==> src/design/rlpm_pkg.sv <==
`default_nettype none
package rlpm_pkg;

  localparam int unsigned FracBits  = 16;
  localparam int unsigned RankBits  = 16;
  localparam int unsigned MaxTopics = 4096;
  localparam int unsigned Points    = 11;
  localparam int unsigned FracW     = FracBits + 1;
  localparam int unsigned SumW      = 29;
  localparam int unsigned CntW      = 13;
  localparam int unsigned QDepth    = 2;
  localparam int unsigned DivW      = 32;

  localparam logic [FracW-1:0] OneQ = FracW'(1) << FracBits;
  localparam logic [SumW-1:0] SumMax = SumW'(MaxTopics) << FracBits;
  localparam logic [RankBits-1:0] RankMax = '1;
  localparam logic [CntW-1:0] TopicMax = CntW'(MaxTopics);
  localparam logic [3:0] LastPoint = 4'(Points - 1);

  // Word passed from the front (capture) to the back (compute)
  typedef struct packed {
    logic                is_relevant;
    logic                topic_assessed;
    logic [RankBits-1:0] stated_rank;
    logic [RankBits-1:0] topic_relevant_total;
    logic                topic_last;
  } item_t;

  typedef enum logic [3:0] {
    ST_IDLE,
    ST_OPEN,
    ST_RR,
    ST_PREC,
    ST_IDX,
    ST_WALK,
    ST_CHECK,
    ST_AP,
    ST_SUM,
    ST_EMIT
  } back_state_e;

  localparam logic [1:0] AddrPosMode = 2'd0;

endpackage
`default_nettype wire

==> src/design/rlpm_div.sv <==
`default_nettype none
// Restoring divider, one quotient bit a cycle
module rlpm_div
  import rlpm_pkg::*;
(
  input  wire logic            clk_i,
  input  wire logic            rst_ni,
  input  wire logic            start_i,
  input  wire logic [DivW-1:0] num_i,
  input  wire logic [DivW-1:0] den_i,
  output logic                 busy_o,
  output logic [DivW-1:0]      quo_o
);

  logic [DivW-1:0] quo_q, quo_d;
  logic [DivW-1:0] rem_q, rem_d;
  logic [DivW-1:0] den_q, den_d;
  logic [5:0]      cnt_q, cnt_d;
  logic [DivW:0]   trial;

  always_comb begin
    quo_d = quo_q;
    rem_d = rem_q;
    den_d = den_q;
    cnt_d = cnt_q;
    trial = {rem_q, quo_q[DivW-1]} - {1'b0, den_q};
    if (start_i) begin
      quo_d = num_i;
      rem_d = '0;
      den_d = den_i;
      cnt_d = 6'(DivW);
    end else if (cnt_q != '0) begin
      // shift in the next bit, subtract when it fits
      if (!trial[DivW]) begin
        rem_d = trial[DivW-1:0];
        quo_d = {quo_q[DivW-2:0], 1'b1};
      end else begin
        rem_d = {rem_q[DivW-2:0], quo_q[DivW-1]};
        quo_d = {quo_q[DivW-2:0], 1'b0};
      end
      cnt_d = cnt_q - 6'd1;
    end
  end

  always_ff @(posedge clk_i or negedge rst_ni) begin
    if (!rst_ni) begin
      cnt_q <= '0;
    end else begin
      cnt_q <= cnt_d;
    end
  end

  always_ff @(posedge clk_i) begin
    quo_q <= quo_d;
    rem_q <= rem_d;
    den_q <= den_d;
  end

  assign busy_o = (cnt_q != '0);
  assign quo_o  = quo_q;

endmodule
`default_nettype wire

==> src/design/rlpm_front.sv <==
`default_nettype none
// Accept words and hold them in a short queue for the back end
module rlpm_front
  import rlpm_pkg::*;
(
  input  wire logic  clk_i,
  input  wire logic  rst_ni,
  input  wire logic  in_valid_i,
  output logic       in_ready_o,
  input  wire item_t in_item_i,
  output logic       q_valid_o,
  input  wire logic  q_pop_i,
  output item_t      q_item_o
);

  item_t      mem_q [QDepth];
  logic       wptr_q, rptr_q;
  logic [1:0] cnt_q;
  logic       push, pop;

  assign in_ready_o = (cnt_q != 2'(QDepth));
  assign push       = in_valid_i && in_ready_o;
  assign pop        = q_pop_i && q_valid_o;
  assign q_valid_o  = (cnt_q != '0);
  assign q_item_o   = mem_q[rptr_q];

  always_ff @(posedge clk_i) begin
    if (push) begin
      mem_q[wptr_q] <= in_item_i;
    end
  end

  // Advance pointers and fill count
  always_ff @(posedge clk_i or negedge rst_ni) begin
    if (!rst_ni) begin
      wptr_q <= 1'b0;
      rptr_q <= 1'b0;
      cnt_q  <= '0;
    end else begin
      if (push) wptr_q <= ~wptr_q;
      if (pop)  rptr_q <= ~rptr_q;
      cnt_q <= cnt_q + 2'(push) - 2'(pop);
    end
  end

  assert property (@(posedge clk_i) disable iff (!rst_ni) cnt_q <= 2'(QDepth))
    else $error("queue overfilled");
  assert property (@(posedge clk_i) disable iff (!rst_ni)
    (cnt_q == '0) |-> (wptr_q == rptr_q))
    else $error("pointers differ on empty queue");
  assert property (@(posedge clk_i) disable iff (!rst_ni)
    (push && !pop) |=> (cnt_q == $past(cnt_q) + 2'd1))
    else $error("fill count missed a push");

endmodule
`default_nettype wire

==> src/design/rlpm_back.sv <==
`default_nettype none
// Per-topic and run metrics, one word at a time
module rlpm_back
  import rlpm_pkg::*;
(
  input  wire logic             clk_i,
  input  wire logic             rst_ni,
  input  wire logic             position_mode_i,
  input  wire logic             q_valid_i,
  output logic                  q_pop_o,
  input  wire item_t            q_item_i,
  output logic                  m_valid_o,
  input  wire logic             m_ready_i,
  output logic [3:0]            recall_index_o,
  output logic [SumW-1:0]       interp_sum_o,
  output logic [FracW-1:0]      topic_ap_o,
  output logic [SumW-1:0]       ap_sum_o,
  output logic [SumW-1:0]       rr_sum_o,
  output logic [31:0]           found_total_o,
  output logic [CntW-1:0]       topics_o,
  output logic [CntW-1:0]       assessed_o
);

  back_state_e          state_q, state_d;
  logic                 in_topic_q;
  logic [RankBits-1:0]  pos_q;
  logic [RankBits-1:0]  found_q;
  logic [31:0]          psum_q;
  logic [FracW-1:0]     curve_q [Points];
  logic [SumW-1:0]      run_curve_q [Points];
  logic [SumW-1:0]      ap_sum_q, rr_sum_q;
  logic [31:0]          ftot_q;
  logic [CntW-1:0]      tcnt_q, acnt_q;
  logic [FracW-1:0]     prec_q, ap_q;
  logic [3:0]           pt_q;
  logic                 div_go_q;
  logic                 div_start, div_busy;
  logic [DivW-1:0]      div_num, div_den, div_quo;
  logic [RankBits-1:0]  rank;
  logic [FracW-1:0]     frac_sat;
  logic [FracW-1:0]     ap_sat;
  logic [32:0]          psum_wide;
  logic [31:0]          psum_sat;
  item_t                it;

  // Add a fraction to a run sum, clamp at the run ceiling
  function automatic logic [SumW-1:0] sat_sum(input logic [SumW-1:0] a,
                                              input logic [FracW-1:0] b);
    logic [SumW:0] s;
    s = {1'b0, a} + (SumW+1)'(b);
    return (s > (SumW+1)'(SumMax)) ? SumMax : s[SumW-1:0];
  endfunction

  assign it   = q_item_i;
  assign rank = position_mode_i ? it.stated_rank : pos_q;

  // Saturate a quotient to one, rank zero reads as one
  always_comb begin
    if (rank == '0) frac_sat = OneQ;
    else if (div_quo > DivW'(OneQ)) frac_sat = OneQ;
    else frac_sat = div_quo[FracW-1:0];
  end

  // Average precision quotient, clamped to one
  assign ap_sat = (div_quo > DivW'(OneQ)) ? OneQ : div_quo[FracW-1:0];

  // Precision sum, held at all ones on overflow
  assign psum_wide = {1'b0, psum_q} + 33'(frac_sat);
  assign psum_sat  = psum_wide[32] ? '1 : psum_wide[31:0];

  rlpm_div u_div (
    .clk_i  (clk_i),
    .rst_ni (rst_ni),
    .start_i(div_start),
    .num_i  (div_num),
    .den_i  (div_den),
    .busy_o (div_busy),
    .quo_o  (div_quo)
  );

  // Divider operands per state
  always_comb begin
    div_start = 1'b0;
    div_num   = '0;
    div_den   = DivW'(rank);
    unique case (state_q)
      ST_RR:   div_num = DivW'(1) << FracBits;
      ST_PREC: div_num = DivW'(found_q) << FracBits;
      ST_IDX:  begin
        div_num = DivW'(found_q) * DivW'(10);
        div_den = DivW'(it.topic_relevant_total);
      end
      ST_AP:   begin
        div_num = psum_q;
        div_den = DivW'(it.topic_relevant_total);
      end
      default: ;
    endcase
    if (state_q == ST_RR || state_q == ST_PREC || state_q == ST_IDX
        || state_q == ST_AP) begin
      div_start = !div_go_q;
    end
  end

  // Next state
  always_comb begin
    state_d = state_q;
    q_pop_o = 1'b0;
    unique case (state_q)
      ST_IDLE: if (q_valid_i) state_d = ST_OPEN;
      ST_OPEN: state_d = !it.is_relevant ? ST_CHECK :
                         (found_q == '0) ? ST_RR : ST_PREC;
      ST_RR:   if (div_go_q && !div_busy) state_d = ST_PREC;
      ST_PREC: if (div_go_q && !div_busy) state_d = ST_IDX;
      ST_IDX:  if (div_go_q && !div_busy) state_d = ST_WALK;
      ST_WALK: if (pt_q == '0 || curve_q[pt_q] >= prec_q) state_d = ST_CHECK;
      ST_CHECK: begin
        if (!it.topic_last) begin
          q_pop_o = 1'b1;
          state_d = ST_IDLE;
        end else if (it.topic_relevant_total == '0) begin
          state_d = ST_EMIT;
        end else begin
          state_d = ST_AP;
        end
      end
      ST_AP:   if (div_go_q && !div_busy) state_d = ST_SUM;
      ST_SUM:  if (pt_q == LastPoint) state_d = ST_EMIT;
      ST_EMIT: if (m_ready_i && pt_q == LastPoint) begin
        q_pop_o = 1'b1;
        state_d = ST_IDLE;
      end
      default: state_d = ST_IDLE;
    endcase
  end

  always_ff @(posedge clk_i or negedge rst_ni) begin
    if (!rst_ni) begin
      state_q <= ST_IDLE;
    end else begin
      state_q <= state_d;
    end
  end

  // Update the topic and run state
  always_ff @(posedge clk_i or negedge rst_ni) begin
    if (!rst_ni) begin
      in_topic_q <= 1'b0;
      pos_q      <= '0;
      found_q    <= '0;
      psum_q     <= '0;
      ap_sum_q   <= '0;
      rr_sum_q   <= '0;
      ftot_q     <= '0;
      tcnt_q     <= '0;
      acnt_q     <= '0;
      div_go_q   <= 1'b0;
      pt_q       <= '0;
      prec_q     <= '0;
      ap_q       <= '0;
      for (int i = 0; i < Points; i++) begin
        curve_q[i]     <= '0;
        run_curve_q[i] <= '0;
      end
    end else begin
      div_go_q <= (state_d == state_q) && (state_q == ST_RR || state_q == ST_PREC
                  || state_q == ST_IDX || state_q == ST_AP);
      unique case (state_q)
        ST_IDLE: if (q_valid_i) begin
          if (!in_topic_q) begin
            in_topic_q <= 1'b1;
            found_q    <= '0;
            psum_q     <= '0;
            pos_q      <= RankBits'(1);
            for (int i = 0; i < Points; i++) curve_q[i] <= '0;
            if (tcnt_q != TopicMax) tcnt_q <= tcnt_q + CntW'(1);
            if (it.topic_assessed && acnt_q != TopicMax) acnt_q <= acnt_q + CntW'(1);
          end else if (pos_q != RankMax) begin
            pos_q <= pos_q + RankBits'(1);
          end
        end
        ST_OPEN: if (it.is_relevant) begin
          if (ftot_q != '1) ftot_q <= ftot_q + 32'd1;
          if (found_q != RankMax) found_q <= found_q + RankBits'(1);
        end
        ST_RR: if (div_go_q && !div_busy) begin
          rr_sum_q <= sat_sum(rr_sum_q, frac_sat);
        end
        ST_PREC: if (div_go_q && !div_busy) begin
          prec_q <= frac_sat;
          psum_q <= psum_sat;
        end
        ST_IDX: if (div_go_q && !div_busy) begin
          if (it.topic_relevant_total == '0 || div_quo > DivW'(10)) pt_q <= 4'd10;
          else pt_q <= div_quo[3:0];
        end
        ST_WALK: if (curve_q[pt_q] < prec_q) begin
          curve_q[pt_q] <= prec_q;
          if (pt_q != '0) pt_q <= pt_q - 4'd1;
        end
        ST_CHECK: begin
          pt_q <= '0;
          ap_q <= '0;
          if (it.topic_last) in_topic_q <= 1'b0;
        end
        ST_AP: if (div_go_q && !div_busy) begin
          ap_q     <= ap_sat;
          ap_sum_q <= sat_sum(ap_sum_q, ap_sat);
        end
        ST_SUM: begin
          run_curve_q[pt_q] <= sat_sum(run_curve_q[pt_q], curve_q[pt_q]);
          pt_q <= (pt_q == LastPoint) ? '0 : pt_q + 4'd1;
        end
        ST_EMIT: if (m_ready_i) begin
          pt_q <= (pt_q == LastPoint) ? '0 : pt_q + 4'd1;
        end
        default: ;
      endcase
    end
  end

  assign m_valid_o      = (state_q == ST_EMIT);
  assign recall_index_o = pt_q;
  assign interp_sum_o   = run_curve_q[pt_q];
  assign topic_ap_o     = ap_q;
  assign ap_sum_o       = ap_sum_q;
  assign rr_sum_o       = rr_sum_q;
  assign found_total_o  = ftot_q;
  assign topics_o       = tcnt_q;
  assign assessed_o     = acnt_q;

  assert property (@(posedge clk_i) disable iff (!rst_ni)
    m_valid_o |-> (pt_q <= LastPoint))
    else $error("emit index out of range");
  assert property (@(posedge clk_i) disable iff (!rst_ni)
    (m_valid_o && !m_ready_i) |=> (m_valid_o && $stable(pt_q)))
    else $error("stalled word changed");
  assert property (@(posedge clk_i) disable iff (!rst_ni)
    q_pop_o |-> q_valid_i)
    else $error("pop from empty queue");

endmodule
`default_nettype wire

==> src/design/ranked_list_precision_metrics_core.sv <==
`default_nettype none
// Ranked list precision metrics core.
// s_axis carries judged results of a ranked run, grouped by topic; tlast
// marks a topic's final result. For each closed topic m_axis delivers 11
// words, one per recall point, with the run sums; tlast marks the 11th.
// The APB port holds position_mode at address 0 (0 list position, 1 the
// stated rank); write it only while idle.
// Flow: a two-word queue takes input while the back end works. The back
// end handles one word at a time, set by the single shared serial divider:
// a non-relevant word needs no division, a relevant one two divisions plus
// a walk of the recall curve, and the first relevant word of a topic three
// divisions plus the walk; a topic end adds one more division and a summing
// pass over the 11 points (neither when the relevant total is zero) and
// then the 11 output words.
// Reset clears all run and topic sums and the queue. A stalled m_axis holds
// its word and the back end waits; the queue then fills and s_axis_tready
// drops.
module ranked_list_precision_metrics_core
  import rlpm_pkg::*;
(
  input  wire logic         clk_i,
  input  wire logic         rst_ni,
  input  wire logic         s_axis_tvalid,
  output logic              s_axis_tready,
  // tdata: [0] is_relevant, [1] topic_assessed, [17:2] stated_rank,
  //        [33:18] topic_relevant_total, zero fill to 40
  input  wire logic [39:0]  s_axis_tdata,
  input  wire logic         s_axis_tlast,
  output logic              m_axis_tvalid,
  input  wire logic         m_axis_tready,
  // tdata: [3:0] recall_index, [32:4] interp_precision_sum,
  //   [49:33] topic_average_precision, [78:50] average_precision_sum,
  //   [107:79] reciprocal_rank_sum, [139:108] relevant_retrieved,
  //   [152:140] topics_seen, [165:153] assessed_topics_seen, zero fill to 168
  output logic [167:0]      m_axis_tdata,
  output logic              m_axis_tlast,
  input  wire logic         psel,
  input  wire logic         penable,
  input  wire logic         pwrite,
  input  wire logic [1:0]   paddr,
  input  wire logic [31:0]  pwdata,
  output logic [31:0]       prdata,
  output logic              pready
);

  logic posmode_q;
  item_t in_item, q_item;
  logic q_valid, q_pop;
  logic [3:0] ri;
  logic [SumW-1:0] isum, apsum, rrsum;
  logic [FracW-1:0] tap;
  logic [31:0] ftot;
  logic [CntW-1:0] tcnt, acnt;

  // Register write
  assign pready = 1'b1;
  always_ff @(posedge clk_i or negedge rst_ni) begin
    if (!rst_ni) begin
      posmode_q <= 1'b0;
    end else if (psel && penable && pwrite && paddr == AddrPosMode) begin
      posmode_q <= pwdata[0];
    end
  end
  assign prdata = (paddr == AddrPosMode) ? {31'd0, posmode_q} : '0;

  assign in_item.is_relevant          = s_axis_tdata[0];
  assign in_item.topic_assessed       = s_axis_tdata[1];
  assign in_item.stated_rank          = s_axis_tdata[17:2];
  assign in_item.topic_relevant_total = s_axis_tdata[33:18];
  assign in_item.topic_last           = s_axis_tlast;

  rlpm_front u_front (
    .clk_i     (clk_i),
    .rst_ni    (rst_ni),
    .in_valid_i(s_axis_tvalid),
    .in_ready_o(s_axis_tready),
    .in_item_i (in_item),
    .q_valid_o (q_valid),
    .q_pop_i   (q_pop),
    .q_item_o  (q_item)
  );

  rlpm_back u_back (
    .clk_i          (clk_i),
    .rst_ni         (rst_ni),
    .position_mode_i(posmode_q),
    .q_valid_i      (q_valid),
    .q_pop_o        (q_pop),
    .q_item_i       (q_item),
    .m_valid_o      (m_axis_tvalid),
    .m_ready_i      (m_axis_tready),
    .recall_index_o (ri),
    .interp_sum_o   (isum),
    .topic_ap_o     (tap),
    .ap_sum_o       (apsum),
    .rr_sum_o       (rrsum),
    .found_total_o  (ftot),
    .topics_o       (tcnt),
    .assessed_o     (acnt)
  );

  assign m_axis_tdata = {2'b00, acnt, tcnt, ftot, rrsum, apsum, tap, isum, ri};
  assign m_axis_tlast = (ri == LastPoint);

endmodule
`default_nettype wire

==> config.mk <==
export PLATFORM = sky130hd
export DESIGN_NAME = ranked_list_precision_metrics_core
export DESIGN_NICKNAME = d
export VERILOG_FILES = /design/src/design/rlpm_pkg.sv /design/src/design/rlpm_div.sv /design/src/design/rlpm_front.sv /design/src/design/rlpm_back.sv /design/src/design/ranked_list_precision_metrics_core.sv
export SDC_FILE = /design/constraint.sdc
export NUM_CORES = 2
export LEC_CHECK = 0
export BUFFER_PORTS_ARGS = -buffer_cell sky130_fd_sc_hd__buf_2
export CORE_UTILIZATION = 49
export CTS_CLUSTER_SIZE = 16
export DETAILED_ROUTE_END_ITERATION = 10
export PLACE_DENSITY = 0.66
export SLEW_MARGIN = 10
export SYNTH_ARGS = -nofsm -noshare
export SYNTH_HDL_FRONTEND = slang
export SYNTH_SLANG_ARGS = --single-unit
==> constraint.sdc <==
create_clock -name clk_i -period 8.55 [get_ports clk_i]
set_input_delay 0.4275 -clock clk_i [delete_from_list [all_inputs] [get_ports clk_i]]
set_output_delay 0.4275 -clock clk_i [all_outputs]
set_load 0.1 [all_outputs]
==> impl_metrics.py <==
metrics = {
    "setup_path": {
        "r2r_slack_ns": 1.84,
        "worstSetupPathType": "reg2reg",
        "cp_data_arrival_time_ns": 7.23,
        "reg2regPathDepth": 16,
        "crit_path_start": "u_back.recall_index_o[0]$_DFFE_PN0P_",
        "cp-start-kind": "flop",
        "critPathMaxFanout": 48,
        "rr_endpoint": "u_back.run_curve_q[108]$_DFFE_PN0P_",
        "timing.rr.start": "u_back.recall_index_o[0]$_DFFE_PN0P_",
        "crit_required_ns": 9.06,
        "crit_path_end_kind": "flop",
        "crit_end": "u_back.run_curve_q[108]$_DFFE_PN0P_",
    },
    "sta": {
        "finClkSkew_ns": 0.03572,
        "hold_viol": 0,
        "slew_violations": 0,
        "setup_viol": 0,
        "tns_ns": 0,
        "finalCritPeriodShare_pct": 78.51,
        "final.setup.worst_slack_ns": 1.837,
        "rsz0062_at_grt": "no",
        "tightest_slew_ns": 1.140,
        "worst_hold_slack_ns": 0.1210,
        "period_minus_slack_ns": 6.713,
        "max_slew_margin_pct": 23.58,
        "fmax_ghz": 0.1490,
    },
    "outcome": {
        "run_status": "finished clean",
    },
    "floorplanning": {
        "start_util_pct": 49.53,
        "die_area_um2": 97430,
        "design.core.area_um2": 95150,
        "die_h_um": 312.1,
        "rows": 113,
        "die_w_um": 312.1,
        "io-pin-count": 286,
    },
    "min_path": {
        "hp-class": "in2reg",
        "min_from": "penable",
    },
    "cts": {
        "clockBufferDepth": 3,
        "cts-root-buf": "clkbuf_16",
        "cts_hold_buf": 37,
        "clkLatencyLatePin_ns": 0.69,
        "path_clk_slew_ns": 0.06,
        "cts_tree": "yes",
        "cts_resized": 0,
        "cts_made_buffers": 97,
        "cts_setup_buffers": 0,
        "h-tree-depth": 3,
        "clkSinkCount": 891,
    },
    "logic_synthesis": {
        "synth_ff_type": "dfrtp_1",
        "synth.avg_cell_area_um2": 10.05,
        "synth_enable_flop_cells": 118,
        "netlist_instances": 4689,
        "ys_async_sr_fraction_pct": 83.16,
        "yosys_warnings": 0,
        "ys_types": 97,
        "syn_area_um2": 47130,
        "ys_ff_latch": 891,
        "ys_seq_area_share_pct": 48.22,
    },
    "global_routing": {
        "grt_antenna_before_repair": 1,
        "groute.usage.overall_pct": 26.06,
        "grt.overflow.total": 0,
        "grt_pass1_wl_um": 203400,
        "first_global_vias": 35840,
        "grt_max_degree": 169,
    },
    "route": {
        "vias": 36310,
        "drt-total-wl_um": 126700,
        "drtAntennaViolNets": 0,
        "drtIter0Drc": 3074,
        "route.detailed.drc": 0,
        "vias_per_cell": 5.892,
        "drtPass1Iterations": 6,
        "wl_per_cell_um": 20.56,
    },
    "layout": {
        "synthToLayoutAreaGrowth_pct": 12.05,
        "diodes": 0,
        "final_cell_area_um2": 52810,
        "fin_util_pct": 55.50,
        "drive_gt1_share_pct": 15.31,
        "n_fill_cell": 8353,
        "fin_nets": 5049,
        "finish.cell_count_without_fillers": 6163,
    },
    "placed_design": {
        "dpl_worst_slack_ns": 1.913,
        "place_area_um2": 49170,
        "portBuffers": 214,
        "hpwl_um": 81420,
        "routabilityCongestion": 0.8972,
        "dp_cells": 5945,
    },
    "run": {
        "drv_cap": 0,
    },
    "power_and_ir_drop": {
        "powerDensity_nw_per_um2": 247.6,
        "ir_worst_vdd_v": 0.0002240,
        "report.power.total_mw": 13.07,
        "power_leakage_nw": 23.79,
    },
}
flip-flops by register name, indices dropped and copies added (netlist names), 6 cells and up:
register,cells
u_back.run_curve_q,319
u_back.curve_q,187
u_front.mem_q,70
u_back.found_total_o,32
u_back.psum_q,32
u_back.u_div.quo_o,32
u_back.u_div.rem_q,32
u_back.ap_sum_o,29
u_back.rr_sum_o,29
u_back.prec_q,17
u_back.topic_ap_o,17
u_back.found_q,16
u_back.pos_q,16
u_back.u_div.den_q,16
u_back.assessed_o,13
u_back.topics_o,13
u_back.u_div.cnt_q,6
how the worst min path moves through the flow:
stage	to	slack, ns	depth (start not counted)
6_report	posmode_q$_DFFE_PN0P_	0.12	3
5_1_grt	posmode_q$_DFFE_PN0P_	0.11	3
4_1_cts	posmode_q$_DFFE_PN0P_	0.06	3
3_5_place_dp	u_back.run_curve_q[101]$_DFFE_PN0P_	0.46	2
3_3_place_gp	u_back.run_curve_q[80]$_DFFE_PN0P_	0.45	2
2_1_floorplan	posmode_q$_DFFE_PN0P_	0.13	0
layer usage:
metal	track usage (%)	share of wire, %
met1	35.70	44
met5	0	0.0071
met4	7.331	2.6
met2	43.32	48
met3	3.597	4.9
report_power, final:
| part | internal, mW | switching, mW | leakage [nW] |
|---|---|---|---|
| clock network | 2.52 | 1.78 | 1.61 |
| registers | 4.75 | 0.442 | 11.7 |
| logic | 1.21 | 2.37 | 10.5 |
cell families after synthesis:
kind of cell | count (synthesis) | synth area share [%]
and+or+nand+nor | 1535 | 14.95
AOI/OAI and AO/OA | 1138 | 15.26
DFF | 891 | 48.22
buffers and inverters | 455 | 4.152
muxes | 329 | 9.783
xor gates and xnor gates | 188 | 3.510
adders and majority gates | 151 | 4.104
other | 2 | 0.01594
worst max-delay path: stages, from the launching register on:
cell       delay (ns)
dfrtp_4          0.95
buf_12           0.41
mux4_2           0.55
mux2i_1          0.20
o22ai_1          0.25
ha_1             0.45
inv_1            0.11
o31ai_1          0.48
a2111oi_0        0.22
buf_4            0.19
a21o_1           0.21
nor2_1           0.29
a21oi_1          0.19
mux2_2           0.46
a31oi_4          0.72
buf_4            0.60
o31ai_1          0.18
Yosys cell counts, types with 32 or more instances:
cell type  instances  area share [%]
o22ai_1           37            0.49
clkbuf_1         233             1.9
nor3_1            56            0.59
and3_1            50            0.66
mux2_2           133             3.2
inv_1            119            0.95
dfrtp_1          741              39
nor2b_1           39            0.52
xor2_1            75             1.4
a21oi_1          193             2.0
nor2_1           268             2.1
o31ai_1          137             2.2
nand4_1           49            0.65
o21ai_0          446             4.7
buf_4             36            0.57
a21o_1            37            0.59
nand3_1          236             2.5
nand2b_1          32            0.42
a22o_1            33            0.61
edfxtp_1         118             7.5
dfxtp_1           32             1.4
mux4_2            92             4.4
and2_1            32            0.42
nand2_1          655             5.2
xnor2_1          112             2.1
ha_1             145             3.8
mux2i_1          104             2.2
layout by cell type, fill, tap and decap left out, types with 103 or more instances in the layout:
master / Yosys / final
dfrtp_1: 741 / 736
nand2_1: 655 / 651
o21ai_0: 446 / 445
nor2_1: 268 / 265
nand3_1: 236 / 232
buf_2: 30 / 213
a21oi_1: 193 / 193
ha_1: 145 / 145
o31ai_1: 137 / 137
mux2_2: 133 / 133
inv_1: 119 / 119
edfxtp_1: 118 / 118
xnor2_1: 112 / 112
mux2i_1: 104 / 103
cell type report:
type                    instances  area [µm²]  share of cell area, %
repair buffers                331        2102                  3.980
flip-flops and latches        891       22740                  43.06
multi-input cells            3375       22670                  42.92
clock inverters                43       474.2                 0.8980
well taps                    1265        1583                  2.997
inverters                     120       450.4                 0.8529
clock buffers                 138        2794                  5.291
Power figures use the tool's default switching activity.
